File: src/rtl/core/gjksi_pkg.sv
`timescale 1ns / 1ps
`default_nettype none

package gjksi_pkg;

  localparam int unsigned CoordW = 24;
  localparam int unsigned EdgeW  = 26;
  localparam int unsigned AccW   = 52;

  // 0.9 in Q12.12, rounded up so that |x| < 0.9 becomes |x| < NineTenths
  localparam logic signed [EdgeW-1:0] NineTenths = 26'sd3687;

  localparam logic CmdStart = 1'b0;
  localparam logic CmdAdd   = 1'b1;

  typedef enum logic [1:0] {
    VERDICT_CONTINUE  = 2'd0,
    VERDICT_HIT       = 2'd1,
    VERDICT_SEPARATED = 2'd2,
    VERDICT_GAVE_UP   = 2'd3
  } verdict_e;

  typedef enum logic [1:0] {
    VU_OP_CROSS = 2'd0,
    VU_OP_DOT   = 2'd1,
    VU_OP_SQ    = 2'd2,
    VU_OP_FIT   = 2'd3
  } vu_op_e;

  typedef enum logic [1:0] {
    VU_IDLE = 2'd0,
    VU_MUL  = 2'd1,
    VU_FIT  = 2'd2
  } vu_state_e;

  typedef enum logic [4:0] {
    ST_IDLE,
    ST_START_FIT,
    ST_START_SQ,
    ST_ADD_DOT,
    ST_LINE_DOT,
    ST_LINE_C1,
    ST_LINE_C2,
    ST_LINE_SQ,
    ST_LINE_FB,
    ST_LINE_AO,
    ST_TRI_N,
    ST_TRI_C1,
    ST_TRI_D1,
    ST_TRI_D2,
    ST_TRI_C2,
    ST_TRI_D3,
    ST_TRI_D4,
    ST_TRI_NEG,
    ST_TET_N,
    ST_TET_OPP,
    ST_TET_NEG,
    ST_TET_D,
    ST_FIN_SQ,
    ST_DONE
  } ctrl_state_e;

  typedef struct packed {
    logic signed [CoordW-1:0] x;
    logic signed [CoordW-1:0] y;
    logic signed [CoordW-1:0] z;
  } vec24_t;

  typedef struct packed {
    logic signed [EdgeW-1:0] x;
    logic signed [EdgeW-1:0] y;
    logic signed [EdgeW-1:0] z;
  } vec26_t;

  typedef struct packed {
    logic   start;
    vu_op_e op;
  } vu_req_t;

  typedef struct packed {
    logic done;
    logic dot_pos;
    logic dot_neg;
    logic small_len;
  } vu_rsp_t;

  function automatic vec26_t ext(input vec24_t v);
    vec26_t r;
    r.x = {{2{v.x[23]}}, v.x};
    r.y = {{2{v.y[23]}}, v.y};
    r.z = {{2{v.z[23]}}, v.z};
    return r;
  endfunction

  function automatic vec26_t neg(input vec26_t v);
    vec26_t r;
    r.x = -v.x;
    r.y = -v.y;
    r.z = -v.z;
    return r;
  endfunction

  function automatic vec26_t sub(input vec24_t a, input vec24_t b);
    vec26_t r;
    vec26_t ea;
    vec26_t eb;
    ea = ext(a);
    eb = ext(b);
    r.x = ea.x - eb.x;
    r.y = ea.y - eb.y;
    r.z = ea.z - eb.z;
    return r;
  endfunction

endpackage

`default_nettype wire

File: src/rtl/core/gjksi_vec_unit.sv
`timescale 1ns / 1ps
`default_nettype none

module gjksi_vec_unit (
  input  wire logic             clk_i,
  input  wire logic             rst_ni,
  input  gjksi_pkg::vu_req_t    req_i,
  input  gjksi_pkg::vec26_t     opa_i,
  input  gjksi_pkg::vec26_t     opb_i,
  input  wire logic [23:0]      thr_i,
  output gjksi_pkg::vu_rsp_t    rsp_o,
  output gjksi_pkg::vec24_t     res_o
);

  gjksi_pkg::vu_state_e state_q, state_d;
  gjksi_pkg::vu_op_e    op_q;
  logic [2:0]           cnt_q;
  logic [2:0]           pidx_q;
  logic                 pv_q;
  logic                 done_q;
  logic signed [51:0]   prod_q;
  logic signed [51:0]   acc_q [3];

  logic [2:0]           nprod;
  logic signed [25:0]   mul_a, mul_b;
  logic signed [51:0]   product;
  logic [1:0]           aidx;
  logic                 all_fit;
  logic                 mul_end;
  logic                 finish;

  function automatic logic fits(input logic signed [51:0] v);
    return (v[51:23] == '0) || (v[51:23] == '1);
  endfunction

  assign nprod   = (op_q == gjksi_pkg::VU_OP_CROSS) ? 3'd6 : 3'd3;
  assign all_fit = fits(acc_q[0]) && fits(acc_q[1]) && fits(acc_q[2]);
  assign mul_end = (cnt_q == nprod) && !pv_q;
  assign aidx    = (op_q == gjksi_pkg::VU_OP_CROSS) ? pidx_q[2:1] : 2'd0;
  assign product = mul_a * mul_b;

  // operand pairs per product step
  always_comb begin
    mul_a = opa_i.x;
    mul_b = opb_i.x;
    case (op_q)
      gjksi_pkg::VU_OP_CROSS: begin
        case (cnt_q)
          3'd0:    begin mul_a = opa_i.y; mul_b = opb_i.z; end
          3'd1:    begin mul_a = opa_i.z; mul_b = opb_i.y; end
          3'd2:    begin mul_a = opa_i.z; mul_b = opb_i.x; end
          3'd3:    begin mul_a = opa_i.x; mul_b = opb_i.z; end
          3'd4:    begin mul_a = opa_i.x; mul_b = opb_i.y; end
          default: begin mul_a = opa_i.y; mul_b = opb_i.x; end
        endcase
      end
      gjksi_pkg::VU_OP_SQ: begin
        case (cnt_q)
          3'd0:    begin mul_a = opa_i.x; mul_b = opa_i.x; end
          3'd1:    begin mul_a = opa_i.y; mul_b = opa_i.y; end
          default: begin mul_a = opa_i.z; mul_b = opa_i.z; end
        endcase
      end
      default: begin
        case (cnt_q)
          3'd0:    begin mul_a = opa_i.x; mul_b = opb_i.x; end
          3'd1:    begin mul_a = opa_i.y; mul_b = opb_i.y; end
          default: begin mul_a = opa_i.z; mul_b = opb_i.z; end
        endcase
      end
    endcase
  end

  always_comb begin
    state_d = state_q;
    case (state_q)
      gjksi_pkg::VU_IDLE: begin
        if (req_i.start) begin
          state_d = (req_i.op == gjksi_pkg::VU_OP_FIT) ? gjksi_pkg::VU_FIT : gjksi_pkg::VU_MUL;
        end
      end
      gjksi_pkg::VU_MUL: begin
        if (mul_end) begin
          state_d = (op_q == gjksi_pkg::VU_OP_CROSS) ? gjksi_pkg::VU_FIT : gjksi_pkg::VU_IDLE;
        end
      end
      gjksi_pkg::VU_FIT: begin
        if (all_fit) begin
          state_d = gjksi_pkg::VU_IDLE;
        end
      end
      default: state_d = gjksi_pkg::VU_IDLE;
    endcase
  end

  always_comb begin
    finish = 1'b0;
    case (state_q)
      gjksi_pkg::VU_MUL: finish = mul_end && (op_q != gjksi_pkg::VU_OP_CROSS);
      gjksi_pkg::VU_FIT: finish = all_fit;
      default:           finish = 1'b0;
    endcase
  end

  always_ff @(posedge clk_i or negedge rst_ni) begin
    if (!rst_ni) begin
      state_q <= gjksi_pkg::VU_IDLE;
      op_q    <= gjksi_pkg::VU_OP_CROSS;
      cnt_q   <= 3'd0;
      pv_q    <= 1'b0;
      done_q  <= 1'b0;
    end else begin
      state_q <= state_d;
      done_q  <= finish;
      case (state_q)
        gjksi_pkg::VU_IDLE: begin
          if (req_i.start) begin
            op_q  <= req_i.op;
            cnt_q <= 3'd0;
            pv_q  <= 1'b0;
          end
        end
        gjksi_pkg::VU_MUL: begin
          if (cnt_q != nprod) begin
            cnt_q <= cnt_q + 3'd1;
            pv_q  <= 1'b1;
          end else begin
            pv_q <= 1'b0;
          end
        end
        default: pv_q <= 1'b0;
      endcase
    end
  end

  always_ff @(posedge clk_i) begin
    case (state_q)
      gjksi_pkg::VU_IDLE: begin
        if (req_i.start) begin
          if (req_i.op == gjksi_pkg::VU_OP_FIT) begin
            acc_q[0] <= {{26{opa_i.x[25]}}, opa_i.x};
            acc_q[1] <= {{26{opa_i.y[25]}}, opa_i.y};
            acc_q[2] <= {{26{opa_i.z[25]}}, opa_i.z};
          end else begin
            acc_q[0] <= '0;
            acc_q[1] <= '0;
            acc_q[2] <= '0;
          end
        end
      end
      gjksi_pkg::VU_MUL: begin
        if (cnt_q != nprod) begin
          prod_q <= product;
          pidx_q <= cnt_q;
        end
        if (pv_q) begin
          // odd cross steps are the subtracted half of each component
          if ((op_q == gjksi_pkg::VU_OP_CROSS) && pidx_q[0]) begin
            acc_q[aidx] <= acc_q[aidx] - prod_q;
          end else begin
            acc_q[aidx] <= acc_q[aidx] + prod_q;
          end
        end
      end
      gjksi_pkg::VU_FIT: begin
        if (!all_fit) begin
          acc_q[0] <= acc_q[0] >>> 1;
          acc_q[1] <= acc_q[1] >>> 1;
          acc_q[2] <= acc_q[2] >>> 1;
        end
      end
      default: ;
    endcase
  end

  assign rsp_o.done      = done_q;
  assign rsp_o.dot_pos   = !acc_q[0][51] && (acc_q[0] != '0);
  assign rsp_o.dot_neg   = acc_q[0][51];
  assign rsp_o.small_len = $unsigned(acc_q[0]) <= {28'd0, thr_i};
  assign res_o.x         = acc_q[0][23:0];
  assign res_o.y         = acc_q[1][23:0];
  assign res_o.z         = acc_q[2][23:0];

endmodule

`default_nettype wire

File: config.mk
export PLATFORM = sky130hd
export DESIGN_NAME = gjksi_vec_unit
export DESIGN_NICKNAME = d
export VERILOG_FILES = /design/src/rtl/core/gjksi_pkg.sv /design/src/rtl/core/gjksi_vec_unit.sv
export SDC_FILE = /design/constraint.sdc
export NUM_CORES = 2
export LEC_CHECK = 0
export BUFFER_PORTS_ARGS = -buffer_cell sky130_fd_sc_hd__buf_2
export CAP_MARGIN = 20
export CORE_ASPECT_RATIO = 1.1
export CORE_MARGIN = 1.5
export CORE_UTILIZATION = 69
export CTS_BUF_LIST = sky130_fd_sc_hd__clkbuf_16
export CTS_CLUSTER_SIZE = 20
export DETAILED_ROUTE_END_ITERATION = 6
export PLACE_DENSITY = 0.93
export SLEW_MARGIN = 20
export SYNTH_ARGS = -nofsm -noshare
export SYNTH_HDL_FRONTEND = slang
export SYNTH_SLANG_ARGS = --single-unit
File: constraint.sdc
create_clock -name clk_i -period 19.1 [get_ports clk_i]
set_input_delay 0.955 -clock clk_i [delete_from_list [all_inputs] [get_ports clk_i]]
set_output_delay 0.955 -clock clk_i [all_outputs]
set_load 0.03 [all_outputs]
==> summary.txt <==
Clocking
  • Maximum clock path buffer count: 3
  • Clk_lat worst skew: 0.62 ns
  • CTS Sinks: 272
  • Setup Buffers After CTS: 0
  • Clk slew on worst S/H paths: 0.07 ns
  • Htree depth: 1
  • # hold bufs at CTS: 0
  • TritonCTS buffer count: 28
  • Post-CTS Resized: 0
  • CTS tree: built
  • Root Buffer: clkbuf_16

Synth
  • Mapped Area: 45100 um2
  • Most common flop cell mapped by yosys: edfxtp_1
  • Yosys Warn Count: 0
  • Post-synth ARST share: 3.31%
  • Cell count after synthesis: 5180
  • Unique cell type count in the Yosys netlist: 82
  • Synthesized flop and latch total: 272
  • Post-Synthesis Net Count: 6306
  • Syn Area/Cell: 8.72 um2
  • Post-synth EDFFs: 263
  • Register area share after synthesis: 18.0%

Floorplanning
  • FP Rows: 98
  • Die ar.: 67000 um2
  • Die width: 247 um
  • Die height: 271 um
  • Core area: 64900 um2
  • Initial Utilization: 69.6%
  • Ports: 261

Critical path
  • Slowest cell on crit path: nor2_2
  • Slowest Stage Delay on Critical Path: 0.88 ns
  • CP Max Fanout: 27
  • Critical path class: reg -> reg
  • CP startpoint kind: flip-flop
  • Most used cell, CP: inv_1
  • WP data required: 19.45 ns
  • CP Capture Type: flip-flop
  • Worst EP arrival: 11.20 ns

Placed design
  • Post-detail-place hpwl: 121 mm
  • Final Wtd Congestion: 1.06
  • I/O Buffers: 260

Cells and area
  • Area Growth Syn to Fin: 5.67%
  • Most frequent cells in the layout: 785 x inv_1, 711 x fa_1, 630 x nand2_1
  • Fin nets: 6321
  • Layout cells sized above 1: 8.97%
  • Fill count: 4555
  • Reg area: 8130 um2
  • Most common cell after layout, fill and taps aside: inv_1
  • Area of the multi-input gates: 32700 um2

Detailed routing
  • DR vias/cell: 6.88
  • DRT Wirelength: 163 mm
  • Antenna Nets Post-Route: 0
  • Via Count: 41781
  • DR WL/cell: 26.8 um
  • DRT iter0 DRCs: 6508
  • First-pass DRT Iterations: 7
  • DR DRC count: 172

STA
  • RSZ-0062 raised after global routing: no
  • Max Slew Vio Count: 0
  • Slew @ Worst Pin: 1.31 ns
  • Clock period minus worst slack: 10.85 ns
  • Max Clock Freq: 92.1 MHz
  • Slew headroom: 12.2%
  • Setup TNS: 0 ns
  • Skew final: 0.0577 ns
  • Final Hold Vio Count: 0
  • Tcrit/Tclk final: 56.8%
  • Setup violators final: 0

Flow run
  • # Max-Cap Violations: 0

GRT
  • First-pass GRT wire length: 244 mm
  • Met3 Track Usage GR: 18.2%
  • Pin count of the biggest net entering global routing: 160
  • M1 GR Usage: 55.5%
  • Gr usage total: 48.8%
  • Most used routing layer: met2
  • Met2 usage: 71.9%
  • Vias in the first global route: 42069
  • Initial antenna violation count: 6
  • GRT overflow: 0

Outcome
  • Failing checks: DRC
  • Status: complete, but fails checks

Min path
  • Worst Hold Class: in -> async
==> cells by family after synthesis <==
group,Yosys count,synth area share (%)
AOI/OAI and AO/OA,1011,14.0
xor gates and xnor gates,155,3.02
adders and majority gates,941,37.9
buffers and inverters,1139,10.2
DFF,272,18.0
muxes,59,1.32
and+or+nand+nor,1603,15.6
==> critical path: cells and delay by family (launching register included) <==
| family | cells | cell delay [ns] |
|---|---|---|
| AND/OR/NAND/NOR | 5 | 1.62 |
| adder cells (fa/ha/maj) | 9 | 4.34 |
| buffers and inverters | 8 | 0.56 |
| XOR/XNOR | 1 | 0.14 |
| AO/OA/AOI/OAI | 9 | 2.92 |
| flip-flops | 1 | 0.56 |
| multiplexers | 1 | 0.48 |
==> synthesized netlist by cell type, types with 63 or more instances <==
cell type,instances,area (um2)
inv_1,780,2930
fa_1,711,14200
nand2_1,634,2380
nor2_1,525,1970
a21oi_1,327,1640
edfxtp_1,263,7900
clkbuf_1,233,875
ha_1,230,2880
a31oi_1,125,782
o21ai_0,121,606
nand3_1,114,571
a22oi_1,99,743
xnor2_1,91,797
buf_4,74,556
a21o_1,73,548
a211oi_1,71,533
nor2b_1,66,413
xor2_1,63,552
==> routing by layer <==
metal	wire length, um	vias up
li1	-	16949
met1	48800	19550
met2	69600	3912
met3	24900	1366
met4	19300	4
met5	31	-
==> worst paths after layout <==
kind                                        start                     end  slack, ns  cells past startpoint
max in group asynchronous                  rst_ni     op_q[1]$_DFFE_PN0P_      18.58                      1
max reg2reg                  cnt_q[0]$_DFFE_PN0P_    prod_q[51]$_DFFE_PP_       8.25                     33
min in group clk_i         state_q[0]$_DFFE_PN0P_  state_q[0]$_DFFE_PN0P_       0.55                      1
max                          cnt_q[0]$_DFFE_PN0P_    prod_q[51]$_DFFE_PP_       8.25                     33
min reg2reg                state_q[0]$_DFFE_PN0P_  state_q[0]$_DFFE_PN0P_       0.55                      1
min                                        rst_ni        done_q$_DFF_PN0_       0.26                      1
==> registers in the layout, summed over array words and instances, names as in the netlist <==
signal	count
pidx_q	3
done_q	1
op_q	2
cnt_q	3
acc_q	208
state_q	2
pv_q	1
prod_q	52
==> area by class of cell <==
class | instances | area share [%]
clock inverter | 24 | 0.540
inverter | 781 | 6.15
multi-input combinational | 3769 | 68.5
tap | 850 | 2.23
clock buffer | 28 | 1.47
sequential | 272 | 17.0
timing repair buffer | 343 | 4.06
antenna | 6 | 0.0315
==> through the flow <==
step	area [um2]	setup slack (ns)	instances	util [%]	hold slack, ns
6_report	47700	8.25	6073	73.5	0.260
5_1_grt	47700	7.82	6067	73.5	0.278
4_1_cts	47700	8.63	6067	73.5	0.260
3_5_place_dp	46700	8.62	6015	72.0	0.523
3_3_place_gp	46700	8.83	6015	72.0	0.500
2_1_floorplan	45100	10.32	5180	-	0.420
Power is left out: the tool's default activity adds up to more than one toggle a clock period on the data nets, which glitch-free logic cannot reach.
